$ cat src/mc_ram.sv
// ----------------------------------------------------------------------------
// mc_ram
// Generic simple dual-port RAM: one write port, one read port, registered read.
// ----------------------------------------------------------------------------
module mc_ram #(
   parameter int WIDTH = 8,
   parameter int DEPTH = 16
) (
   input  logic                     clock,
   input  logic                     we,
   input  logic [$clog2(DEPTH)-1:0] waddr,
   input  logic [WIDTH-1:0]         wdata,
   input  logic [$clog2(DEPTH)-1:0] raddr,
   output logic [WIDTH-1:0]         rdata
);

   logic [WIDTH-1:0] mem [DEPTH];
   logic [WIDTH-1:0] rdata_ff;

   // write port and registered read port
   always_ff @(posedge clock) begin
      if (we) begin
         mem[waddr] <= wdata;
      end
      rdata_ff <= mem[raddr];
   end

   assign rdata = rdata_ff;

endmodule

$ cat config.mk
export PLATFORM = sky130hd
export DESIGN_NAME = mc_ram
export DESIGN_NICKNAME = d
export VERILOG_FILES = /design/src/mc_ram.sv
export SDC_FILE = /design/constraint.sdc
export NUM_CORES = 1
export LEC_CHECK = 0
export CORE_UTILIZATION = 45
export CTS_CLUSTER_DIAMETER = 120
export CTS_CLUSTER_SIZE = 24
export DETAILED_ROUTE_END_ITERATION = 8
export DONT_BUFFER_PORTS = 1
export PLACE_DENSITY = 0.69
export SLEW_MARGIN = 15
export SYNTH_ARGS = -nofsm -noshare
export SYNTH_HDL_FRONTEND = slang
export SYNTH_SLANG_ARGS = --single-unit
export TNS_END_PERCENT = 1
$ cat constraint.sdc
create_clock -name clock -period 3.1 [get_ports clock]
set_clock_uncertainty 0.1 [all_clocks]
set_input_delay 0.31 -clock clock [delete_from_list [all_inputs] [get_ports clock]]
set_output_delay 0.31 -clock clock [all_outputs]
set_load 0.01 [all_outputs]
==> results of run 1 <==
worst max-delay path, stage by stage, from the launching register on:
cell and delay (ns):
edfxtp_1 0.38, mux4_1 0.50, a22oi_1 0.30, nand2_1 0.08
power by group:
part | switching [µW] | internal (µW)
clock network | 751 | 1520
registers | 17.7 | 2060
logic | 71.1 | 65.5
total | 840 | 3640
metal layers:
metal / GRT usage / up-vias
li1: - / 1022
met1: 0.231 / 1192
met2: 0.266 / 69
met3: 0.0723 / 18
met4: 0.0849 / 4
met5: 0 / -
flip-flops by register name, summed over array words and instances, names as in the netlist:
register,flops
rdata,8
mem,128
cells in the mapped netlist, drive strengths merged, types with 2 or more instances:
| master | n |
|---|---|
| buf | 7 |
| mux4 | 32 |
| nor2 | 13 |
| nand2b | 2 |
| dfxtp | 8 |
| edfxtp | 128 |
| a22oi | 16 |
| nor3 | 4 |
| nand2 | 9 |
| clkdlybuf4s25 | 3 |
| nand3b | 2 |
area by class of cell:
class	count	area, µm²
multi-input combinational	83	1060
fill	824	4960
antenna	1	2.50
sequential	136	4000
tap	140	175
clock buffer	18	429
timing repair buffer	12	110
clock inverter	14	244
kinds of logic after synthesis:
logic type      synth area share
compound gates            0.0233
simple gates              0.0318
mux                        0.150
buf+inv                   0.0168
flops                      0.778
through the flow:
step                std cells  worst slack (ns)  instance area, µm²  hold slack (ns)  utilization
CTS                       403              1.60                6020           0.0813        0.548
global route              404              1.56                6020            0.114        0.548
floorplan                 229              1.20                5150            0.309            -
finish                    404              1.60                6020            0.110        0.548
global placement          363              1.29                5270            0.310        0.479
detailed placement        363              1.26                5270            0.310        0.479
worst paths after layout:
check / start / end / slack (ns) / depth (start not counted)
worst max-delay path: mem[0][5] / rdata[5] / 1.60 / 3
worst min-delay path: raddr[1] / rdata[5] / 0.11 / 3
worst max register to register: mem[0][5] / rdata[5] / 1.60 / 3
worst min register to register: mem[15][5] / rdata[5] / 0.58 / 3
==> run_results.csv, run 1 <==
group,metric,value,unit
drt,dr.pass1.iters,4,
logic_synthesis,synthesis.nets,247,
floorplanning,fp.dieArea,0.0119,mm²
timing,slew_violations,0,
cts,path_clk_slew,0.06,ns
logic_synthesis,ys_seq_area_frac,0.778,
power,power.leakage,0.00197,µW
logic_synthesis,netlist_area,0.00515,mm²
global_routing,grt_pass1_wl,14000,µm
cts,cts_root_buf,"clkbuf_16",
cts,postCtsHoldBufs,8,
logic_synthesis,ys_ff_latch,136,
timing,finalHoldViolCount,0,
timing,relSlewSlack,0.346,
global_routing,grt_pass1_vias,2240,
drt,wl_met3,516,µm
logic_synthesis,synth-edff-count,128,
timing,finalCriticalPeriod,1.50,ns
cts,tritoncts,"yes",
logic_synthesis,syn_area_per_cell,22.5,µm²
drt,finalWirelength,9320,µm
logic_synthesis,yosysTopAreaCellShare,0.747,
cts,cts.path.max_buffers,2,
floorplanning,die_w,109,µm
logic_synthesis,syn_inst,229,
cts,clock_latency,0.42,ns
cells_and_area,layout_common_cells,"edfxtp_1, mux4_2, clkbuf_16",
global_routing,grt_overflow,0,
cts,htreeDepth,4,
floorplanning,dieHeight,109,µm
drt,drc,0,
logic_synthesis,synth_top_flop_cell,"edfxtp_1",
timing,setup_tns,0,ns
timing,fin_crit_sh,0.483,
cells_and_area,layout-drive-gt1-share,0.202,
place,portBuffers,0,
cts,cts_resized,0,
drt,routed_via_density,5.71,
timing,rsz0062_at_grt,"no",
critical_path,crit_fanout,1,
floorplanning,start_util,0.469,
logic_synthesis,yosysUniqueCellTypes,19,
logic_synthesis,synth-async-reset-ratio,0,
drt,drt-initial-drc-count,166,
power,p_per_area,744,mW/mm²
place,hpwl,5560,µm
cts,clock-sinks,136,
logic_synthesis,yosys-top-cells-area,"edfxtp_1, mux4_2, mux4_1, dfxtp_1, a22oi_1",
run,drv_cap,0,
drt,postRouteAntennaNets,0,
timing,setup_viol,0,
critical_path,path_class,"flop to flop",
critical_path,arrival,1.69,ns
worst_hold_path,hold_path.class,"primary input to flop",
cells_and_area,syn2layout_area_growth,17.0,%
critical_path,cp-end-kind,"flop",
floorplanning,rows,38,
run_status,status,"completed",
cts,cts_buffers,17,
logic_synthesis,yosysTopAreaCell,"edfxtp_1",
timing,worst_pin_slew,0.978,ns
drt,highest_layer,"met5",
critical_path,startpoint_type,"flop",
global_routing,grt_antenna_before_repair,3,
drt,wl_met1,4080,µm
cells_and_area,final_common_cell,"edfxtp_1",
drt,wl_met2,4490,µm
cts,cts_setup_buffers,0,
floorplanning,ios,26,
global_routing,grt_start_max_net_pins,33,
critical_path,critPathRequiredTime,3.29,ns
power,ir_drop,0.527,mV
drt,num_vias,2305,
cells_and_area,fin_nets,268,
timing,fmax,0.668,GHz
logic_synthesis,ys_warn_count,0,
drt,wire_per_inst,23.1,µm
floorplanning,core_area,0.0110,mm²
power,power,4480,µW
place,gp_congestion,0.731,
global_routing,grt.total_usage,0.179,
(Power assumes the default switching activity.)
==> run 2, diff against run 1 <==
- PLACE_DENSITY: 0.69 -> 0.71
- clock period: 3.1 -> 1.37 ns (I/O delays scaled with it)
==> run 2 against run 1 <==
  * The run now ends with negative hold slack, negative setup slack left
  * Via count up 4.0%
  * Total power up 120%
  * Sequential share of layout area down 0.64 points
  * Clock power up 100%
  * Register-to-register slack worse by 1.6 ns
  * Design area up 0.98%
  * Wire length up 5.8%
  * Combinational power rose to 2.6 times the previous value
  * Critical path type unchanged
  * Largest power group is now registers
==> run_results.csv, run 2 (synthesis results as in run 1) <==
group,metric,value,unit
cells_and_area,fin_area,0.00608,mm²
global_routing,grt.total_usage,0.186,
power,pwr-share-seq,0.488,
cells_and_area,largest_register_ffs,128,
timing,fin_ws,-0.00655,ns
timing,slew_violations,0,
drt,wl_met1,3990,µm
drt,postRouteAntennaNets,0,
floorplanning,ios,26,
critical_path,arrival,1.57,ns
cells_and_area,layout-drive-gt1-share,0.314,
run,drv_cap,0,
power,ir_drop,1.62,mV
cts,cts.path.max_buffers,2,
drt,highest_layer,"met4",
critical_path,crit_path_end,"rdata[2]",
place,portBuffers,0,
cells_and_area,fin_nets,282,
critical_path,critPathMaxStageDelay,0.51,ns
cts,postCtsHoldBufs,10,
critical_path,cp_cell_sequence,"mux4_2, a22oi_2, nand2_1",
critical_path,reg2reg_depth,3,
cells_and_area,syn2layout_area_growth,18.1,%
run_status,violations,"negative hold slack, negative setup slack",
drt,finalWirelength,9870,µm
power,switching_share,0.193,
drt,wl_met3,835,µm
floorplanning,start_util,0.469,
floorplanning,dieHeight,109,µm
power,p_int,7780,µW
timing,fmax,0.726,GHz
drt,drt-initial-drc-count,237,
drt,wl_met2,4950,µm
critical_path,critical_path_cell_count,3,
global_routing,grt_pass1_wl,15000,µm
cts,tritoncts,"yes",
power,p_per_area,1590,mW/mm²
critical_path,crit_family,"multiplexers",
critical_path,critPathRequiredTime,1.56,ns
cells_and_area,num_antenna_cells,0,
floorplanning,die_w,109,µm
power,p_comb_frac,0.036,
global_routing,grt_pass1_vias,2548,
timing,rsz0062_at_grt,"yes",
global_routing,grt_start_max_net_pins,33,
critical_path,rr_endpoint,"rdata[2]",
drt,drc,0,
place,hpwl,5860,µm
cts,htreeDepth,4,
critical_path,r2r_start,"mem[10][2]",
critical_path,crit_buf_inv,0,
global_routing,grt_antenna_before_repair,0,
critical_path,crit_fanout,1,
timing,whs,-0.0565,ns
place,dpl_cell_area,0.00536,mm²
critical_path,cp_slowest_cell,"mux4_2",
power,clkPwrFrac,0.476,
power,power.leakage,0.00197,µW
critical_path,path_class,"flop to flop",
timing,finalHoldViolCount,8,
cts,clock_latency,0.41,ns
critical_path,cp-end-kind,"flop",
cts,cts_buffers,17,
floorplanning,rows,38,
drt,dr.pass1.iters,4,
floorplanning,fp.dieArea,0.0119,mm²
place,dp_slack,-0.0956,ns
critical_path,startpoint_type,"flop",
critical_path,crit_start,"mem[10][2]",
cells_and_area,layout_common_cells,"edfxtp_1, mux4_2, clkbuf_16",
critical_path,reg2reg_slack,-0.007,ns
drt,num_vias,2397,
cts,cts_root_buf,"clkbuf_16",
cells_and_area,regMostFlops,"mem",
timing,worst_pin_slew,1.02,ns
timing,setup_viol,2,
timing,setup_tns,-0.00849,ns
floorplanning,core_area,0.0110,mm²
timing,fin_crit_sh,1.00,
drt,wire_per_inst,23.7,µm
timing,relSlewSlack,0.314,
run_status,status,"complete, but fails checks",
worst_hold_path,hold_path.class,"primary input to flop",
place,gp_congestion,0.696,
global_routing,grt_overflow,0,
power,switching_power,1860,µW
cells_and_area,final_common_cell,"edfxtp_1",
drt,routed_via_density,5.75,
timing,finalCriticalPeriod,1.38,ns
cts,clock-sinks,136,
cts,path_clk_slew,0.06,ns
cells_and_area,post-route-util,0.554,
[run 2: worst min path at each step]
stage	startpoint	endpoint	cells after the start
global placement	wdata[0]	mem[5][0]	0
global route	raddr[1]	rdata[0]	3
floorplan	wdata[0]	mem[0][0]	0
finish	raddr[1]	rdata[0]	3
CTS	raddr[1]	rdata[0]	3
detailed placement	wdata[0]	mem[4][0]	0
[run 2: metrics by stage]
step	instances	hold WS (ns)	power [µW]
detailed placement	375	0.137	5040
global placement	375	0.137	5030
global route	417	-0.0692	9890
finish	417	-0.0565	9640
CTS	417	-0.0822	9690
floorplan	229	0.136	5010
[run 2: worst register-to-register path: stages (launching register included)]
cell and delay (ns):
edfxtp_1 0.39, mux4_2 0.51, a22oi_2 0.19, nand2_1 0.07
[run 2: area by class of cell]
| cell class | count | area, µm² |
|---|---|---|
| Fill cell | 809 | 4900 |
| Sequential cell | 136 | 4000 |
| Multi-Input combinational cell | 83 | 1080 |
| Clock buffer | 20 | 457 |
| Timing Repair Buffer | 26 | 220 |
| Tap cell | 140 | 175 |
| Clock inverter | 12 | 149 |
[run 2: power by group through the flow]
stage	combinational, µW	clock, µW	sequential (µW)
detailed placement	253	0	4790
CTS	351	4640	4700
floorplan	236	0	4770
finish	351	4590	4700
global route	377	4800	4710
global placement	249	0	4780
[run 2: per-layer routing]
metal | up-vias | global-route usage
met4 | 0 | 0.0647
met3 | 11 | 0.0520
met5 | - | 0
li1 | 1034 | -
met1 | 1254 | 0.246
met2 | 98 | 0.298
[run 2: timing repair]
action | CTS | global route
setup buffers | 0 | 0
pin swaps | 8 | 2
hold endpoints to repair | 138 | 8
resized for setup | 17 | 5
endpoints found under the setup margin | 8 | 8
==> run 3, diff against run 2 <==
- SETUP_SLACK_MARGIN: not set -> 0.15
==> run 3 against run 2 <==
  * The run still ends with negative hold slack, negative setup slack left
  * Design area is 0.43% lower
  * Combinational power is 4% higher
  * Via count is 0.63% higher
  * Clock-buffer cell count is 7 higher
  * Setup slack worse by 0.012 ns
  * Critical endpoint is now rdata[7]
  * Cell count is 0.72% higher
  * Non-clock buffer count is 3 higher
  * Largest cell class unchanged
  * Wire length is 0.67% higher
  * Clock power is 14% lower
==> run_results.csv, run 3 (synthesis results as in run 1) <==
group,metric,value,unit
drt,highest_layer,"met4",
critical_path,crit_path_end,"rdata[7]",
global_routing,grt_start_max_net_pins,33,
critical_path,startpoint_type,"flop",
global_routing,grt_antenna_before_repair,1,
floorplanning,dieHeight,109,µm
timing,whs,-0.0611,ns
cells_and_area,regMostFlops,"mem",
cells_and_area,fin_nets,285,
global_routing,grt_overflow,0,
run,drv_cap,0,
drt,drc,0,
critical_path,critical_path_cell_count,3,
cells_and_area,syn2layout_area_growth,17.6,%
critical_path,cp_cell_sequence,"mux4_2, a22oi_2, nand2_1",
cts,path_clk_slew,0.05,ns
cts,htreeDepth,4,
critical_path,critPathMaxStageDelay,0.49,ns
run_status,status,"complete, but fails checks",
critical_path,reg2reg_depth,3,
drt,wire_per_inst,23.6,µm
worst_hold_path,min-delay-start,"raddr[1]",
timing,rsz0062_at_grt,"yes",
power,power.leakage,0.00197,µW
floorplanning,die_w,109,µm
drt,wl_met2,5020,µm
critical_path,arrival,1.58,ns
timing,fin_ws,-0.0186,ns
critical_path,path_class,"flop to flop",
floorplanning,ios,26,
critical_path,crit_fanout,1,
timing,setup_viol,2,
critical_path,critPathRequiredTime,1.56,ns
cts,cts.path.max_buffers,2,
critical_path,crit_start,"mem[10][7]",
cells_and_area,fill_cells,811,
timing,setup_tns,-0.0260,ns
cts,clock-sinks,136,
cells_and_area,largest_register_ffs,128,
drt,finalWirelength,9930,µm
drt,wl_met3,648,µm
cells_and_area,layout-drive-gt1-share,0.323,
cells_and_area,layout_common_cells,"edfxtp_1, mux4_2, buf_4",
floorplanning,fp.dieArea,0.0119,mm²
run_status,violations,"negative hold slack, negative setup slack",
power,p_per_area,1490,mW/mm²
global_routing,grt_pass1_wl,15200,µm
global_routing,grt_pass1_vias,2555,
drt,num_vias,2412,
critical_path,r2r_start,"mem[10][7]",
place,hpwl,5830,µm
floorplanning,rows,38,
critical_path,crit_family,"multiplexers",
timing,worst_pin_slew,0.989,ns
cts,clock_latency,0.41,ns
drt,wl_met1,4120,µm
global_routing,grt.total_usage,0.190,
floorplanning,start_util,0.469,
floorplanning,core_area,0.0110,mm²
power,ir_drop,1.08,mV
place,portBuffers,0,
cts,cts_setup_buffers,0,
timing,finalCriticalPeriod,1.39,ns
critical_path,cp_slowest_cell,"mux4_2",
cells_and_area,multi_input_comb_area,0.00109,mm²
cts,cts_buffers,17,
cells_and_area,final-seq-area,0.00400,mm²
timing,slew_violations,0,
timing,fin_crit_sh,1.01,
critical_path,crit_buf_inv,0,
critical_path,rr_endpoint,"rdata[7]",
place,gp_congestion,0.689,
timing,relSlewSlack,0.338,
drt,dr.pass1.iters,4,
cts,tritoncts,"yes",
cts,cts_root_buf,"clkbuf_16",
cells_and_area,final_common_cell,"edfxtp_1",
critical_path,cp-end-kind,"flop",
power,power,9040,µW
drt,drt-initial-drc-count,215,
drt,routed_via_density,5.74,
timing,finalHoldViolCount,8,
critical_path,reg2reg_slack,-0.02,ns
timing,fmax,0.720,GHz
worst_hold_path,hold_path.class,"primary input to flop",
drt,postRouteAntennaNets,0,
cts,postCtsHoldBufs,10,
run 3: changes by cell type in the layout (fill, tap and decap cells not counted), sizes merged:
cell	delta
clkbuf	+7
buf	+3
bufinv	-3
clkinv	-2
clkinvlp	-2
diode	+1
inv	-1
run 3: timing repair:
| action | 4_1_cts | 5_1_grt |
|---|---|---|
| hold endpoints to repair | 153 | 8 |
| resized for setup | 19 | 3 |
| setup endpoints to repair | 8 | 13 |
| gates cloned | 0 | 0 |
| pin swaps | 11 | 1 |
run 3: worst min-delay path by stage:
stage	to	slack (ns)	depth (start not counted)
6_report	rdata[1]	-0.06	3
3_3_place_gp	mem[4][0]	0.14	0
5_1_grt	rdata[1]	-0.08	3
4_1_cts	rdata[1]	-0.09	3
2_1_floorplan	mem[0][0]	0.14	0
3_5_place_dp	mem[5][0]	0.14	0
run 3: where the power goes:
| group | switching (µW) | total (µW) | internal, µW |
|---|---|---|---|
| clock network | 1490 | 3970 | 2480 |
| logic | 189 | 364 | 176 |
| registers | 46.1 | 4700 | 4660 |
| total | 1730 | 9040 | 7310 |
run 3: cell type report:
class | instances | area share
antenna | 1 | 0.000413
sequential | 136 | 0.661
multi-input combinational | 83 | 0.181
clock inverter | 4 | 0.00331
timing repair buffer | 29 | 0.0422
clock buffer | 27 | 0.0831
tap | 140 | 0.0289
run 3: per-stage QoR:
step / hold WS [ns] / cell area (µm²) / std cells / setup WS [ns] / util
2_1_floorplan: 0.136 / 5170 / 229 / -0.0586 / -
3_3_place_gp: 0.137 / 5420 / 378 / -0.0900 / 0.493
3_5_place_dp: 0.137 / 5420 / 378 / -0.126 / 0.493
4_1_cts: -0.0861 / 6050 / 419 / -0.0384 / 0.550
5_1_grt: -0.0751 / 6050 / 420 / -0.0850 / 0.551
6_report: -0.0611 / 6050 / 420 / -0.0186 / 0.551
run 3: layer usage:
| layer | vias up | global-route usage |
|---|---|---|
| met4 | 0 | 0.0647 |
| met2 | 72 | 0.302 |
| met3 | 11 | 0.0681 |
| met1 | 1289 | 0.242 |
| met5 | - | 0 |
| li1 | 1040 | - |
run 3: worst register-to-register path: stages, from the launching register on:
cell and delay (ns):
edfxtp_1 0.36, mux4_2 0.49, a22oi_2 0.23, nand2_1 0.09
