[config.mk]
export PLATFORM = sky130hd
export DESIGN_NAME = mc_ctrl_flat
export DESIGN_NICKNAME = d
export VERILOG_FILES = /design/src/mc_pkg.sv /design/src/mc_req_if.sv /design/src/mc_rsp_if.sv /design/src/mc_ctrl.sv /design/src/flat_wrapper.sv
export SDC_FILE = /design/constraint.sdc
export NUM_CORES = 1
export LEC_CHECK = 0
export ABC_AREA = 1
export BUFFER_PORTS_ARGS = -buffer_cell sky130_fd_sc_hd__buf_2
export CELL_PAD_IN_SITES_DETAIL_PLACEMENT = 0
export CELL_PAD_IN_SITES_GLOBAL_PLACEMENT = 1
export CORE_MARGIN = 5
export CORE_UTILIZATION = 25
export DETAILED_ROUTE_END_ITERATION = 12
export PLACE_DENSITY_LB_ADDON = 0.3
export SLEW_MARGIN = 15
export SYNTH_ARGS = -nofsm -noshare
export SYNTH_HDL_FRONTEND = slang
export SYNTH_SLANG_ARGS = --single-unit
[constraint.sdc]
create_clock -name clock -period 3.7 [get_ports clock]
set_input_delay 0 -clock clock [delete_from_list [all_inputs] [get_ports clock]]
set_output_delay 0 -clock clock [all_outputs]
set_load 0.1 [all_outputs]
[src/mc_pkg.sv]
// ----------------------------------------------------------------------------
// mc_pkg
// Shared sizes, codes and memory port bundles of the depth-first maze carver.
// ----------------------------------------------------------------------------
package mc_pkg;

   // grid and stack sizing
   localparam int MAX_WIDTH   = 64;
   localparam int MAX_HEIGHT  = 64;
   localparam int STACK_DEPTH = 4096;

   // coordinate and address widths
   localparam int XW      = $clog2(MAX_WIDTH);
   localparam int YW      = $clog2(MAX_HEIGHT);
   localparam int AW      = $clog2(STACK_DEPTH);
   localparam int CW      = AW + 1;
   localparam int ENTRY_W = XW + YW;

   // configuration register format
   localparam int CFG_W       = 7;
   localparam int CSR_IDX_W   = 1;
   localparam int GRID_RESET  = 16;
   localparam logic [CSR_IDX_W-1:0] REG_GRID_WIDTH  = 1'd0;
   localparam logic [CSR_IDX_W-1:0] REG_GRID_HEIGHT = 1'd1;

   // width for bound compares: holds both the register range and the grid maximum
   localparam int MAX_DIM  = (MAX_WIDTH > MAX_HEIGHT) ? MAX_WIDTH : MAX_HEIGHT;
   localparam int DIM_BITS = $clog2(MAX_DIM + 1);
   localparam int DIM_W    = ((DIM_BITS > CFG_W) ? DIM_BITS : CFG_W) + 1;

   // response field widths
   localparam int CELL_W = 6;
   localparam int EVT_W  = 2;
   localparam int DIR_W  = 2;

   // event codes
   localparam logic [EVT_W-1:0] EVT_STARTED = 2'd0;
   localparam logic [EVT_W-1:0] EVT_CARVED  = 2'd1;
   localparam logic [EVT_W-1:0] EVT_RETRY   = 2'd2;
   localparam logic [EVT_W-1:0] EVT_BACK    = 2'd3;

   // request kinds
   localparam logic KIND_START = 1'b0;
   localparam logic KIND_STEP  = 1'b1;

   // direction codes
   localparam logic [DIR_W-1:0] DIR_NORTH = 2'd0;
   localparam logic [DIR_W-1:0] DIR_EAST  = 2'd1;
   localparam logic [DIR_W-1:0] DIR_SOUTH = 2'd2;
   localparam logic [DIR_W-1:0] DIR_WEST  = 2'd3;

   // visited map port: one row of the grid per entry
   typedef struct packed {
      logic                 we;
      logic [YW-1:0]        waddr;
      logic [MAX_WIDTH-1:0] wdata;
      logic [YW-1:0]        raddr;
   } vis_port_type;

   // position stack port: {row, column} per entry
   typedef struct packed {
      logic               we;
      logic [AW-1:0]      waddr;
      logic [ENTRY_W-1:0] wdata;
      logic [AW-1:0]      raddr;
   } stk_port_type;

endpackage

[src/mc_req_if.sv]
// ----------------------------------------------------------------------------
// mc_req_if
// Request channel of the maze carver: start or step with a drawn direction.
// ----------------------------------------------------------------------------
interface mc_req_if;

   logic       valid;
   logic       ready;
   logic       kind;
   logic [1:0] random_direction;

   modport source (output valid, kind, random_direction, input ready);
   modport sink   (input valid, kind, random_direction, output ready);

endinterface

[src/mc_rsp_if.sv]
// ----------------------------------------------------------------------------
// mc_rsp_if
// Response channel of the maze carver: one response per request.
// ----------------------------------------------------------------------------
interface mc_rsp_if;

   logic       valid;
   logic       ready;
   logic [1:0] event_res;
   logic [5:0] cell_x;
   logic [5:0] cell_y;
   logic [1:0] carve_direction;
   logic       complete;

   modport source (output valid, event_res, cell_x, cell_y, carve_direction, complete,
                   input ready);
   modport sink   (input valid, event_res, cell_x, cell_y, carve_direction, complete,
                   output ready);

endinterface

[src/mc_ctrl.sv]
// ----------------------------------------------------------------------------
// mc_ctrl
// Walker sequencer: reads the three neighbour rows of the visited map, decides
// carve, retry or backtrack, updates map and stack and registers the response.
// ----------------------------------------------------------------------------
module mc_ctrl import mc_pkg::*; (
   input  logic                 clock,
   input  logic                 reset,
   mc_req_if.sink               req,
   mc_rsp_if.source             rsp,
   input  logic [DIM_W-1:0]     eff_width,
   input  logic [DIM_W-1:0]     eff_height,
   output vis_port_type         vis,
   input  logic [MAX_WIDTH-1:0] vis_rdata,
   output stk_port_type         stk,
   input  logic [ENTRY_W-1:0]   stk_rdata
);

   typedef enum logic [5:0] {
      ST_IDLE      = 6'b000001,
      ST_RD_C      = 6'b000010,
      ST_RD_S      = 6'b000100,
      ST_EVAL      = 6'b001000,
      ST_CLEAR     = 6'b010000,
      ST_START_RSP = 6'b100000
   } state_type;

   state_type            state_ff, state_in;
   logic [XW-1:0]        wx_ff, wx_in;
   logic [YW-1:0]        wy_ff, wy_in;
   logic [CW-1:0]        cnt_ff, cnt_in;
   logic                 fin_ff, fin_in;
   logic [DIR_W-1:0]     dir_ff, dir_in;
   logic [MAX_WIDTH-1:0] row_n_ff, row_n_in;
   logic [MAX_WIDTH-1:0] row_c_ff, row_c_in;
   logic [YW-1:0]        clr_ff, clr_in;
   logic                 rsp_valid_ff, rsp_valid_in;
   logic [EVT_W-1:0]     evt_ff, evt_in;
   logic [CELL_W-1:0]    cx_ff, cx_in;
   logic [CELL_W-1:0]    cy_ff, cy_in;
   logic [DIR_W-1:0]     cd_ff, cd_in;
   logic                 done_ff, done_in;

   logic                 accept;
   logic                 rsp_free;
   logic [CW-1:0]        cnt_m1;
   logic                 not_full;
   logic [DIM_W-1:0]     wx_ext, wy_ext;
   logic [DIM_W-1:0]     nx   [4];
   logic [DIM_W-1:0]     ny   [4];
   logic [3:0]           seen;
   logic [3:0]           ok;
   logic                 any_ok;
   logic [XW-1:0]        tx;
   logic [YW-1:0]        ty;
   logic [MAX_WIDTH-1:0] new_row;
   logic [YW-1:0]        map_raddr;

   assign accept   = req.valid && req.ready;
   assign rsp_free = !rsp_valid_ff || rsp.ready;
   assign cnt_m1   = cnt_ff - 1'b1;
   assign not_full = cnt_ff != CW'(STACK_DEPTH);
   assign wx_ext   = DIM_W'(wx_ff);
   assign wy_ext   = DIM_W'(wy_ff);

   // neighbour coordinates, visited bits and move legality per direction
   always_comb begin
      for (int d = 0; d < 4; d++) begin
         nx[d] = wx_ext;
         ny[d] = wy_ext;
         case (DIR_W'(d))
            DIR_NORTH: ny[d] = wy_ext - 1'b1;
            DIR_EAST:  nx[d] = wx_ext + 1'b1;
            DIR_SOUTH: ny[d] = wy_ext + 1'b1;
            DIR_WEST:  nx[d] = wx_ext - 1'b1;
            default:   nx[d] = wx_ext;
         endcase
      end
      seen[DIR_NORTH] = row_n_ff[XW'(nx[DIR_NORTH])];
      seen[DIR_EAST]  = row_c_ff[XW'(nx[DIR_EAST])];
      seen[DIR_SOUTH] = vis_rdata[XW'(nx[DIR_SOUTH])];
      seen[DIR_WEST]  = row_c_ff[XW'(nx[DIR_WEST])];
      for (int d = 0; d < 4; d++) begin
         ok[d] = not_full && (nx[d] != '0) && (ny[d] != '0)
               && ((nx[d] + 1'b1) < eff_width) && ((ny[d] + 1'b1) < eff_height)
               && !seen[d];
      end
      any_ok = |ok;
   end

   // target cell of the drawn direction and its updated map row
   always_comb begin
      tx = XW'(nx[dir_ff]);
      ty = YW'(ny[dir_ff]);
      case (dir_ff)
         DIR_NORTH: new_row = row_n_ff;
         DIR_SOUTH: new_row = vis_rdata;
         default:   new_row = row_c_ff;
      endcase
      new_row = new_row | (MAX_WIDTH'(1) << tx);
   end

   // map read row follows the sequencer: north, current, then south
   always_comb begin
      map_raddr = wy_ff;
      case (state_ff)
         ST_IDLE:          map_raddr = wy_ff - 1'b1;
         ST_RD_C:          map_raddr = wy_ff;
         ST_RD_S, ST_EVAL: map_raddr = wy_ff + 1'b1;
         default:          map_raddr = wy_ff;
      endcase
   end

   // sequencer, map and stack writes, response register
   always_comb begin
      state_in     = state_ff;
      wx_in        = wx_ff;
      wy_in        = wy_ff;
      cnt_in       = cnt_ff;
      fin_in       = fin_ff;
      dir_in       = dir_ff;
      row_n_in     = row_n_ff;
      row_c_in     = row_c_ff;
      clr_in       = clr_ff;
      rsp_valid_in = rsp_valid_ff && !rsp.ready;
      evt_in       = evt_ff;
      cx_in        = cx_ff;
      cy_in        = cy_ff;
      cd_in        = cd_ff;
      done_in      = done_ff;
      vis.raddr    = map_raddr;
      vis.we       = 1'b0;
      vis.waddr    = ty;
      vis.wdata    = new_row;
      // stack top is read throughout the request
      stk.raddr    = cnt_m1[AW-1:0];
      stk.waddr    = cnt_ff[AW-1:0];
      stk.wdata    = {wy_ff, wx_ff};
      stk.we       = 1'b0;
      case (state_ff)
         ST_IDLE: begin
            if (accept) begin
               dir_in = req.random_direction;
               clr_in = '0;
               state_in = (req.kind == KIND_START) ? ST_CLEAR : ST_RD_C;
            end
         end
         ST_RD_C: begin
            row_n_in = vis_rdata;
            state_in = ST_RD_S;
         end
         ST_RD_S: begin
            row_c_in = vis_rdata;
            state_in = ST_EVAL;
         end
         ST_EVAL: begin
            if (rsp_free) begin
               rsp_valid_in = 1'b1;
               cx_in        = CELL_W'(wx_ff);
               cy_in        = CELL_W'(wy_ff);
               cd_in        = DIR_NORTH;
               evt_in       = EVT_BACK;
               done_in      = 1'b0;
               state_in     = ST_IDLE;
               if (fin_ff) begin
                  done_in = 1'b1;
               end else if (!any_ok) begin
                  // popped cells were marked when first entered, so no map write
                  if (cnt_ff == '0) begin
                     fin_in  = 1'b1;
                     done_in = 1'b1;
                  end else begin
                     cnt_in = cnt_m1;
                     wx_in  = stk_rdata[XW-1:0];
                     wy_in  = stk_rdata[ENTRY_W-1:XW];
                     if (cnt_m1 == '0) begin
                        fin_in  = 1'b1;
                        done_in = 1'b1;
                     end
                  end
               end else if (!ok[dir_ff]) begin
                  evt_in = EVT_RETRY;
               end else begin
                  evt_in = EVT_CARVED;
                  cd_in  = dir_ff;
                  stk.we = 1'b1;
                  vis.we = 1'b1;
                  cnt_in = cnt_ff + 1'b1;
                  wx_in  = tx;
                  wy_in  = ty;
               end
            end
         end
         ST_CLEAR: begin
            // sweep every row, leaving only the start cell marked
            vis.we    = 1'b1;
            vis.waddr = clr_ff;
            vis.wdata = (clr_ff == YW'(1)) ? (MAX_WIDTH'(1) << 1) : '0;
            clr_in    = clr_ff + 1'b1;
            if (clr_ff == YW'(MAX_HEIGHT - 1)) begin
               state_in = ST_START_RSP;
            end
         end
         ST_START_RSP: begin
            if (rsp_free) begin
               rsp_valid_in = 1'b1;
               evt_in       = EVT_STARTED;
               cx_in        = CELL_W'(1);
               cy_in        = CELL_W'(1);
               cd_in        = DIR_NORTH;
               done_in      = 1'b0;
               wx_in        = XW'(1);
               wy_in        = YW'(1);
               cnt_in       = '0;
               fin_in       = 1'b0;
               state_in     = ST_IDLE;
            end
         end
         default: begin
            state_in = ST_IDLE;
         end
      endcase
   end

   // control state
   always_ff @(posedge clock) begin
      if (reset) begin
         state_ff     <= ST_IDLE;
         wx_ff        <= XW'(1);
         wy_ff        <= YW'(1);
         cnt_ff       <= '0;
         fin_ff       <= 1'b1;
         rsp_valid_ff <= 1'b0;
      end else begin
         state_ff     <= state_in;
         wx_ff        <= wx_in;
         wy_ff        <= wy_in;
         cnt_ff       <= cnt_in;
         fin_ff       <= fin_in;
         rsp_valid_ff <= rsp_valid_in;
      end
   end

   // payload state
   always_ff @(posedge clock) begin
      dir_ff   <= dir_in;
      row_n_ff <= row_n_in;
      row_c_ff <= row_c_in;
      clr_ff   <= clr_in;
      evt_ff   <= evt_in;
      cx_ff    <= cx_in;
      cy_ff    <= cy_in;
      cd_ff    <= cd_in;
      done_ff  <= done_in;
   end

   assign req.ready           = (state_ff == ST_IDLE);
   assign rsp.valid           = rsp_valid_ff;
   assign rsp.event_res       = evt_ff;
   assign rsp.cell_x          = cx_ff;
   assign rsp.cell_y          = cy_ff;
   assign rsp.carve_direction = cd_ff;
   assign rsp.complete        = done_ff;

endmodule

[src/flat_wrapper.sv]
// flat-port wrapper written by rule: the top's interface ports become plain ports
module mc_ctrl_flat import mc_pkg::*;
  (clock, reset, eff_width, eff_height, vis, vis_rdata, stk, stk_rdata, req_valid, req_kind, req_random_direction, req_ready, rsp_valid, rsp_event_res, rsp_cell_x, rsp_cell_y, rsp_carve_direction, rsp_complete, rsp_ready);
  mc_req_if req_i ();
  mc_rsp_if rsp_i ();
  input  logic clock;
  input  logic reset;
  input  logic [DIM_W-1:0] eff_width;
  input  logic [DIM_W-1:0] eff_height;
  output vis_port_type vis;
  input  logic [MAX_WIDTH-1:0] vis_rdata;
  output stk_port_type stk;
  input  logic [ENTRY_W-1:0] stk_rdata;
  input wire logic [$bits(req_i.valid)-1:0] req_valid;
  input wire logic [$bits(req_i.kind)-1:0] req_kind;
  input wire logic [$bits(req_i.random_direction)-1:0] req_random_direction;
  output wire logic [$bits(req_i.ready)-1:0] req_ready;
  output wire logic [$bits(rsp_i.valid)-1:0] rsp_valid;
  output wire logic [$bits(rsp_i.event_res)-1:0] rsp_event_res;
  output wire logic [$bits(rsp_i.cell_x)-1:0] rsp_cell_x;
  output wire logic [$bits(rsp_i.cell_y)-1:0] rsp_cell_y;
  output wire logic [$bits(rsp_i.carve_direction)-1:0] rsp_carve_direction;
  output wire logic [$bits(rsp_i.complete)-1:0] rsp_complete;
  input wire logic [$bits(rsp_i.ready)-1:0] rsp_ready;
  assign req_i.valid = req_valid;
  assign req_i.kind = req_kind;
  assign req_i.random_direction = req_random_direction;
  assign req_ready = req_i.ready;
  assign rsp_valid = rsp_i.valid;
  assign rsp_event_res = rsp_i.event_res;
  assign rsp_cell_x = rsp_i.cell_x;
  assign rsp_cell_y = rsp_i.cell_y;
  assign rsp_carve_direction = rsp_i.carve_direction;
  assign rsp_complete = rsp_i.complete;
  assign rsp_i.ready = rsp_ready;
  mc_ctrl u_core (.clock(clock), .reset(reset), .req(req_i), .rsp(rsp_i), .eff_width(eff_width), .eff_height(eff_height), .vis(vis), .vis_rdata(vis_rdata), .stk(stk), .stk_rdata(stk_rdata));
endmodule
==> flow_metrics.py, run 1 <==
metrics = {
    "floorplan": {
        "rows": 86,
        "start_util": 0.2509,
        "ioPinCount": 232,
        "core_um2": 54770,
        "die_h_um": 244.5,
        "die-width_um": 244.5,
        "dieArea_um2": 59760,
    },
    "worst_setup_path": {
        "cp.depth": 24,
        "reg2regPathDepth": 27,
        "cp.required_ns": 3.70,
        "slowest_stage": "dfxtp_4",
        "critPathLaunch": "u_core.wx_ff[1]$_SDFFE_PP0P_",
        "critPathBufInv": 5,
        "critPathMaxStageDelay_ns": 0.43,
        "rr_endpoint": "u_core.cnt_ff[12]$_SDFFE_PP0P_",
        "crit_path_end": "vis[76]",
        "worstPathCellList": "inv_6 -> ha_4 -> buf_4 -> nand3_1 -> nand2_2 -> nor2_2 -> a21oi_2 -> a21oi_2 -> ha_1 -> nand2_2 -> inv_2 -> a22oi_2 -> nand4_1 -> nor2_1 -> nand3_1 -> nor2_2 -> nand3_1 -> nand2_2 -> nor2_4 -> nor2_4 -> inv_2 -> nor3_4 -> or2_4 -> buf_12",
        "r2r_slack_ns": 0.28,
        "end_kind": "output port",
        "critPathKind": "register to output port",
        "cp_data_arrival_time_ns": 3.73,
        "critPathTopFamily": "simple AND/OR/NAND/NOR gates",
        "path_max_fanout": 7,
        "rr_startpoint": "u_core.wx_ff[1]$_SDFFE_PP0P_",
        "critical_path.startpoint_type": "register",
    },
    "status": {
        "outcome": "finished, violations left",
        "violations": "setup timing",
    },
    "sta": {
        "tightest_slew_ns": 0.9208,
        "finalMaxSlewViolations": 0,
        "fin_crit_ns": 3.731,
        "post-route-period-util": 1.008,
        "fin_skew_ns": 0.01344,
        "hold_slack_ns": 0.2145,
        "max-slew-margin-rel": 0.3824,
        "max_freq_mhz": 268.0,
        "worst_slack_ns": -0.03134,
        "final_hold_viol_count": 0,
        "rsz0062_at_grt": "true",
        "setup_viol": 1,
    },
    "drt": {
        "wirelength_um": 64390,
        "firstDrtPassIters": 5,
        "drc_errors": 0,
        "vias_per_cell": 5.144,
        "ant_nets": 0,
        "drt_iter0_drc": 1272,
        "wl_per_cell_um": 21.81,
        "dr_total_vias": 15180,
    },
    "power_and_ir_drop": {
        "powerDensity_nw_per_um2": 413.8,
        "power_w": 0.007939,
        "power_switching_w": 0.003670,
        "sw_frac_of_total": 0.4623,
        "clkPwrFrac": 0.248,
        "pwr-share-seq": 0.300,
        "intPower_w": 0.004269,
        "p_comb_frac": 0.452,
        "vdd_ir_drop_max_mv": 0.4971,
        "p_leak_nw": 8.029,
    },
    "yosys": {
        "synth-edff-count": 153,
        "synth_common_cells": "502 x nand2_1, 310 x nand3_1, 198 x nor2_1",
        "synth.ff_latch_count": 186,
        "synthCells": 1898,
        "ys.flop_type": "edfxtp_1",
        "async_flop_share": 0,
        "yosysWarnings": 0,
        "ys_types": 46,
        "synth_area_leaders": "edfxtp_1 33%, nand2_1 14%, nand3_1 11%",
        "ys_seq_area_frac": 0.3824,
        "synth_area_um2": 13740,
        "synth.top_cell.area_share": 0.3343,
        "yosysTopAreaCell": "edfxtp_1",
        "synth.most_common_cell": "nand2_1",
        "synth.avg_cell_area_um2": 7.240,
    },
    "layout": {
        "nets": 2397,
        "fin_util": 0.3503,
        "drive_above_1_share": 0.2555,
        "nFillCells": 5720,
        "syn_to_final_growth_pct": 39.60,
    },
    "global_route": {
        "antenna_found_initial": 1,
        "grt_pass1_wl_um": 96250,
        "gr-total-overflow": 0,
        "grtUsageTotal": 0.2102,
        "grt_max_degree": 65,
        "grt_pass1_vias": 15150,
    },
    "cts": {
        "cts_root_buf": "clkbuf_16",
        "htreeDepth": 4,
        "clk_path_buf_depth": 2,
        "clock_latency_ns": 0.50,
        "cts_tree": "yes",
        "path_clk_slew_ns": 0.08,
        "numCtsBuffers": 17,
        "clkSinkCount": 186,
    },
    "place": {
        "globalplace.congestion": 0.9109,
        "pre_cts_slack_ns": 0.1451,
        "dp_hpwl_um": 46060,
        "portBuffers": 231,
    },
    "run": {
        "maxCapViolations": 0,
    },
    "worst_hold_path": {
        "hold_class": "primary input to register",
    },
}
==> placed cells by master, fill, tap and decap left out, types with 5 or more instances in the layout <==
master	n
a21oi_2	41
xor2_2	5
dfxtp_4	6
clkbuf_16	17
a221oi_1	13
dfxtp_1	24
o211ai_1	11
buf_4	112
xor2_1	27
xnor2_1	7
edfxtp_1	153
inv_1	129
ha_1	57
dlygate4sd3_1	82
nor2_2	11
nand3_1	308
nor2_4	7
a22o_1	5
nor2_1	183
buf_2	191
buf_12	46
o21ai_0	64
inv_6	5
inv_2	17
o21ai_1	10
nand2_2	11
nor3_1	8
a41oi_2	46
ha_4	5
nand2_1	490
a21oi_1	59
nand4_1	12
==> state kept, by name (all words and copies together) (netlist names), 2 cells and up <==
signal / cells
u_core.rsp.cell_y: 6
u_core.state_ff: 6
u_core.rsp.event_res: 2
u_core.row_c_ff: 64
u_core.wy_ff: 6
u_core.dir_ff: 2
u_core.clr_ff: 6
u_core.rsp.carve_direction: 2
u_core.rsp.cell_x: 6
u_core.cnt_ff: 13
u_core.wx_ff: 6
u_core.row_n_ff: 64
==> area by class of cell <==
class	count	area, um^2	share of cell area
multi-input cells	1436	8209	0.4279
flip-flops and latches	186	5281	0.2753
repair buffers	438	3606	0.1880
well taps	704	880.8	0.04592
inverters	155	611.8	0.03189
clock buffers	18	429.2	0.02237
clock inverters	14	162.7	0.008479
diodes	1	2.502	0.0001304
==> through the flow <==
step           instances  setup TNS, ns  area [um^2]
6_report            2952       -0.03134        19180
3_5_place_dp        2809              0        17280
2_1_floorplan       1899         -2.048        14440
5_1_grt             2952        -0.6239        19180
3_3_place_gp        2809              0        17280
4_1_cts             2938       -0.04922        18960
==> power by group through the flow <==
stage               sequential [W]  clock (W)  combinational (W)
floorplan                  0.00243          0            0.00240
global placement           0.00243          0            0.00348
detailed placement         0.00243          0            0.00349
CTS                        0.00238    0.00202            0.00358
global route               0.00239    0.00209            0.00374
finish                     0.00238    0.00197            0.00359
==> logic make-up after synthesis <==
| kind of cell | share of synthesized area |
|---|---|
| AO/OA/AOI/OAI | 0.1255 |
| XOR/XNOR | 0.02668 |
| adder cells (fa/ha/maj) | 0.05882 |
| buffers and inverters | 0.08322 |
| flip-flops | 0.3824 |
| other | 0.0002729 |
| AND/OR/NAND/NOR | 0.3231 |
==> what timing repair did <==
item	in CTS	in global routing
hold endpoints to repair	152	0
buffers inserted	15	13
setup endpoints to repair	10	25
hold buffers	82	0
resized for setup	48	33
pin swaps	21	23
==> worst min path at each step <==
| stage | endpoint | depth (start not counted) | startpoint |
|---|---|---|---|
| after detailed placement | u_core.dir_ff[1]$_DFFE_PP_ | 1 | req_random_direction[1] |
| after CTS | u_core.dir_ff[1]$_DFFE_PP_ | 2 | req_random_direction[1] |
| after global placement | u_core.dir_ff[1]$_DFFE_PP_ | 1 | req_random_direction[1] |
| final | u_core.dir_ff[1]$_DFFE_PP_ | 2 | req_random_direction[1] |
| after floorplan | u_core.state_ff[3]$_SDFFE_PP0P_ | 1 | reset |
| after global routing | u_core.dir_ff[1]$_DFFE_PP_ | 2 | req_random_direction[1] |
==> routing by layer <==
metal,vias to the layer above,part of all wire,global-route usage
met5,-,0,0
met4,0,0.033,0.06733
met3,111,0.074,0.04995
met2,618,0.46,0.3423
met1,7320,0.43,0.2768
li1,7135,-,-
Note: power is estimated with default switching activity, not from simulation.
==> inputs of run 2 (changes only) <==
- SKIP_LAST_GASP: default -> 1
==> run 2 against run 1 <==
The run still ends with setup timing left. Total power about the same. Core utilization is essentially flat. Non-clock buffer count unchanged. Register-to-register slack about the same. Hold slack about the same. Die area stayed put. Highest routed layer unchanged. Largest power group unchanged. First-iteration DRC count is the same. Critical path type unchanged. Sequential share of layout area about the same. Count of clock-buffer cells in the layout did not move. Routed wire length about the same. Design area hardly changed.
==> flow_metrics.py, run 2 (same netlist as run 1, synthesis figures left out) <==
metrics = {
    "status": {
        "outcome": "finished, violations left",
        "violations": "setup timing",
    },
    "worst_hold_path": {
        "hold_class": "primary input to register",
        "worstHoldPathCells": 2,
        "hold_end": "u_core.dir_ff[1]$_DFFE_PP_",
        "holdCritStartpoint": "req_random_direction[1]",
    },
    "sta": {
        "worst_slack_ns": -0.03245,
        "setup_viol": 1,
        "fin_crit_ns": 3.732,
        "tns_ns": -0.03245,
        "final_hold_viol_count": 0,
        "fin_skew_ns": 0.01339,
        "tightest_slew_ns": 0.9246,
        "finalMaxSlewViolations": 0,
        "max-slew-margin-rel": 0.3798,
        "hold_slack_ns": 0.2145,
        "max_freq_mhz": 267.9,
        "post-route-period-util": 1.009,
        "rsz0062_at_grt": "true",
    },
    "global_route": {
        "grt_pass1_wl_um": 96250,
        "antenna_found_initial": 1,
        "grt_pass1_vias": 15150,
        "gr-total-overflow": 0,
        "grt_max_degree": 65,
        "grtUsageTotal": 0.2102,
    },
    "worst_setup_path": {
        "critical_path.startpoint_type": "register",
        "rr_endpoint": "u_core.cnt_ff[12]$_SDFFE_PP0P_",
        "critPathKind": "register to output port",
        "cp.required_ns": 3.70,
        "reg2regPathDepth": 26,
        "rr_startpoint": "u_core.wx_ff[3]$_SDFFE_PP0P_",
        "end_kind": "output port",
        "r2r_slack_ns": 0.28,
        "path_max_fanout": 7,
        "cp_data_arrival_time_ns": 3.73,
        "critPathLaunch": "u_core.wx_ff[3]$_SDFFE_PP0P_",
    },
    "drt": {
        "ant_nets": 0,
        "drc_errors": 0,
        "wirelength_um": 64360,
        "drt_iter0_drc": 1272,
        "firstDrtPassIters": 6,
        "wl_per_cell_um": 21.80,
        "vias_per_cell": 5.146,
        "dr_total_vias": 15190,
    },
    "run": {
        "maxCapViolations": 0,
    },
    "floorplan": {
        "dieArea_um2": 59760,
        "die_h_um": 244.5,
        "rows": 86,
        "core_um2": 54770,
        "ioPinCount": 232,
        "die-width_um": 244.5,
        "start_util": 0.2509,
    },
    "layout": {
        "final_cell_mix": "490 x nand2_1, 308 x nand3_1, 191 x buf_2, 183 x nor2_1, 153 x edfxtp_1",
        "reg.largest.list": "u_core.row_c_ff x64, u_core.row_n_ff x64, u_core.cnt_ff x13",
        "syn_to_final_growth_pct": 39.57,
        "drive_above_1_share": 0.2550,
        "final_common_cell": "nand2_1",
        "nets": 2397,
    },
    "cts": {
        "clock_latency_ns": 0.50,
        "cts_root_buf": "clkbuf_16",
        "path_clk_slew_ns": 0.08,
        "numCtsBuffers": 17,
        "cts_tree": "yes",
        "clk_path_buf_depth": 2,
        "clkSinkCount": 186,
        "htreeDepth": 4,
    },
    "power_and_ir_drop": {
        "power_w": 0.007936,
        "p_leak_nw": 8.029,
        "vdd_ir_drop_max_mv": 0.4971,
        "powerDensity_nw_per_um2": 413.8,
    },
    "place": {
        "globalplace.congestion": 0.9109,
        "portBuffers": 231,
        "dp_hpwl_um": 46060,
        "pre_cts_slack_ns": 0.1451,
    },
}
run 2: cell count changes in the layout (fill, tap and decap cells not counted):
| cell | delta |
|---|---|
| clkinv_1 | +1 |
| clkinvlp_4 | -1 |
run 2: report_power, final:
| group | total (W) | internal (W) | switching [W] |
|---|---|---|---|
| logic | 0.00359 | 0.000928 | 0.00266 |
| clock network | 0.00196 | 0.00101 | 0.000956 |
| registers | 0.00238 | 0.00233 | 0.0000523 |
run 2: worst max-delay path, cell delays in order (launching register included):
cell     delay [ns]
dfxtp_4        0.41
nor2_4         0.23
inv_2          0.08
o21ai_1        0.15
nand2_2        0.12
nor2_2         0.14
a21oi_2        0.07
a21oi_2        0.11
ha_1           0.25
nand2_2        0.09
inv_2          0.04
a22oi_2        0.13
nand4_1        0.10
nor2_1         0.11
nand3_1        0.10
nor2_2         0.11
nand3_1        0.10
nand2_2        0.10
nor2_4         0.05
nor2_4         0.10
inv_2          0.06
nor3_4         0.23
or2_4          0.17
buf_12         0.17
run 2: layout make-up:
class	count	area, um^2
Inverter	155	608.1
Timing Repair Buffer	438	3606
Fill cell	5720	35590
Clock buffer	18	429.2
Antenna cell	1	2.502
Multi-Input combinational cell	1436	8209
Sequential cell	186	5281
Tap cell	704	880.8
Clock inverter	14	162.7
run 2: repair_timing:
action                                  CTS  global route
cloned                                    0             0
buffers inserted                         15            13
hold buffers                             82             0
endpoints found under the setup margin   10            25
gates resized for setup                  48            32
endpoints found under the hold margin   152             0
pin swaps                                21            23
run 2: metrics by stage:
stage | cell area, um^2 | utilization | instances
2_1_floorplan | 14440 | - | 1899
3_5_place_dp | 17280 | 0.3154 | 2809
4_1_cts | 18960 | 0.3463 | 2938
5_1_grt | 19180 | 0.3502 | 2952
3_3_place_gp | 17280 | 0.3154 | 2809
6_report | 19180 | 0.3502 | 2952
run 2: layer usage:
| metal | GRT usage | up-vias | share of wire | wire length (um) |
|---|---|---|---|---|
| met4 | 0.06733 | 0 | 0.034 | 2184 |
| met3 | 0.04995 | 115 | 0.074 | 4765 |
| met2 | 0.3423 | 615 | 0.46 | 29860 |
| met5 | 0 | - | 0 | 0 |
| li1 | - | 7136 | - | - |
| met1 | 0.2768 | 7325 | 0.43 | 27550 |
run 2: how the worst max path moves through the flow:
stage	to	slack (ns)
after floorplan	vis[76]	-0.77
after global placement	vis[76]	0.15
after detailed placement	u_core.wx_ff[1]$_SDFFE_PP0P_	0.15
after CTS	vis[76]	-0.05
after global routing	vis[76]	-0.30
final	vis[76]	-0.03
==> inputs of run 3 (changes only) <==
==> constraint.sdc (replaced) <==
create_clock -name clock -period 4.4 [get_ports clock]
set_input_delay 0.44 -clock clock [delete_from_list [all_inputs] [get_ports clock]]
set_output_delay 0.44 -clock clock [all_outputs]
set_load 0.1 [all_outputs]
==> run 3 against run 2 <==
The run now ends clean. Final cell count decreased by 3.8%. Sequential share of layout area up 2.0 points. Via count down 2.0%. Core utilization down 2.4 points. Critical path type unchanged. Highest routed layer is now met5.
==> flow_metrics.py, run 3 (same netlist as run 1, synthesis figures left out) <==
metrics = {
    "floorplan": {
        "ioPinCount": 232,
        "core_um2": 54770,
        "die-width_um": 244.5,
        "die_h_um": 244.5,
        "start_util": 0.2509,
        "rows": 86,
        "dieArea_um2": 59760,
    },
    "sta": {
        "tns_ns": 0,
        "tightest_slew_ns": 1.115,
        "max_freq_mhz": 232.6,
        "finalMaxSlewViolations": 0,
        "final_hold_viol_count": 0,
        "fin_skew_ns": 0.01556,
        "setup_viol": 0,
        "hold_slack_ns": 0.1176,
        "fin_crit_ns": 4.299,
        "max-slew-margin-rel": 0.2556,
        "post-route-period-util": 0.9770,
        "rsz0062_at_grt": "true",
    },
    "cts": {
        "clkSinkCount": 186,
        "path_clk_slew_ns": 0.09,
        "clock_latency_ns": 0.51,
        "clk_path_buf_depth": 2,
        "cts_tree": "yes",
        "numCtsBuffers": 17,
        "cts_root_buf": "clkbuf_16",
        "htreeDepth": 4,
    },
    "worst_setup_path": {
        "crit_top_cell": "buf_4",
        "r2r_slack_ns": 0.61,
        "critPathKind": "register to output port",
        "worstPathCellList": "buf_12 -> ha_2 -> nand2_2 -> inv_1 -> nor2_2 -> buf_4 -> o21ai_0 -> buf_4 -> nand2_1 -> nor2_1 -> nand3_1 -> a41oi_2 -> buf_2",
        "cp.required_ns": 3.96,
        "path_max_fanout": 5,
        "cp_data_arrival_time_ns": 3.86,
        "slowest_stage": "nor2_1",
        "critical_path.startpoint_type": "register",
        "end_kind": "output port",
        "critPathMaxStageDelay_ns": 0.54,
        "rr_startpoint": "u_core.wx_ff[1]$_SDFFE_PP0P_",
        "rr_endpoint": "u_core.cnt_ff[5]$_SDFFE_PP0P_",
        "reg2regPathDepth": 25,
    },
    "drt": {
        "wirelength_um": 65270,
        "ant_nets": 0,
        "drc_errors": 0,
        "firstDrtPassIters": 7,
        "dr_total_vias": 14880,
        "vias_per_cell": 5.241,
        "wl_per_cell_um": 22.99,
        "drt_iter0_drc": 1357,
    },
    "worst_hold_path": {
        "holdCritStartpoint": "req_random_direction[1]",
        "hold_class": "primary input to register",
        "hold_end": "u_core.dir_ff[1]$_DFFE_PP_",
        "worstHoldPathCells": 1,
    },
    "place": {
        "globalplace.congestion": 0.9165,
        "portBuffers": 231,
        "dp_hpwl_um": 47060,
    },
    "layout": {
        "multi_input_area_um2": 8035,
        "drive_above_1_share": 0.2358,
        "nFillCells": 5884,
        "final_cell_mix": "493 x nand2_1, 306 x nand3_1, 195 x buf_2, 184 x nor2_1, 153 x edfxtp_1",
        "reg.largest.list": "u_core.row_c_ff x64, u_core.row_n_ff x64, u_core.cnt_ff x13",
        "syn_to_final_growth_pct": 30.01,
        "fin_util": 0.3262,
        "seqCellArea_um2": 5278,
        "final_common_cell": "nand2_1",
        "nets": 2283,
    },
    "global_route": {
        "antenna_found_initial": 5,
        "grtUsageTotal": 0.2107,
        "grt_max_degree": 66,
        "grt_pass1_wl_um": 95240,
        "gr-total-overflow": 0,
        "grt_pass1_vias": 14400,
    },
    "power_and_ir_drop": {
        "power_w": 0.006561,
        "vdd_ir_drop_max_mv": 0.3118,
        "p_leak_nw": 7.476,
        "powerDensity_nw_per_um2": 367.2,
    },
    "run": {
        "maxCapViolations": 0,
    },
    "status": {
        "outcome": "completed",
    },
}
[run 3: changes by cell type in the layout (fill, tap and decap cells not counted), sizes merged]
cell	previous run	this run
dlygate4sd3	82	0
buf	352	323
bufinv	2	1
clkbuf	22	18
diode	1	2
clkinv	9	11
[run 3: worst max path at each step]
stage                                    startpoint       to  slack [ns]  cells past startpoint
global route        u_core.state_ff[4]$_SDFFE_PP0P_   vis[5]       -0.12                     17
CTS                    u_core.wy_ff[0]$_SDFFE_PP1P_  vis[76]       -0.08                     21
floorplan              u_core.wx_ff[0]$_SDFFE_PP1P_  vis[76]       -0.58                     25
global placement       u_core.wx_ff[2]$_SDFFE_PP0P_  vis[76]        0.34                     25
detailed placement     u_core.wx_ff[2]$_SDFFE_PP0P_  vis[76]        0.26                     25
finish                 u_core.wx_ff[1]$_SDFFE_PP0P_   vis[8]        0.10                     13
[run 3: worst max-delay path, delay by kind of cell, from the launching register on]
kind | cells | cell delay [ns]
simple gates | 5 | 0.98
fa+ha+maj | 1 | 0.18
compound gates | 2 | 0.67
buf+inv | 5 | 1.09
flops | 1 | 0.41
[run 3: final cells by class]
type	instances	share of cell area
flip-flops and latches	186	0.2954
well taps	704	0.04930
inverters	155	0.03397
repair buffers	324	0.1384
clock buffers	17	0.02381
clock inverters	15	0.009104
diodes	2	0.0002801
multi-input cells	1436	0.4498
[run 3: metal layers]
layer  wire, um  track usage  vias up
met5         40            0        -
met2      30780       0.3429      611
met1      27800       0.2795     7264
met4       1806      0.06535        6
li1           -            -     6914
met3       4845      0.04863       85
[run 3: power breakdown]
group	total (W)	internal [W]	leakage, nW	switching (W)
Clock	0.00165	0.000800	0.279	0.000850
Combinational	0.00290	0.000688	5.52	0.00222
Sequential	0.00201	0.00196	1.68	0.0000443
Total	0.00656	0.00345	7.48	0.00311
[run 3: what timing repair did]
item | CTS | global route
setup endpoints to repair | 11 | 25
resized for setup | 9 | 65
hold buffers | 0 | 0
pin swaps | 3 | 18
setup buffers | 10 | 12
gates cloned | 0 | 1
[run 3: per-stage QoR]
stage	instance area [um^2]	setup WS, ns	instances
2_1_floorplan	14260	-0.5845	1899
3_3_place_gp	16830	0.3430	2782
3_5_place_dp	16830	0.2557	2782
4_1_cts	17520	-0.08165	2824
5_1_grt	17860	-0.1161	2837
6_report	17870	0.1010	2839
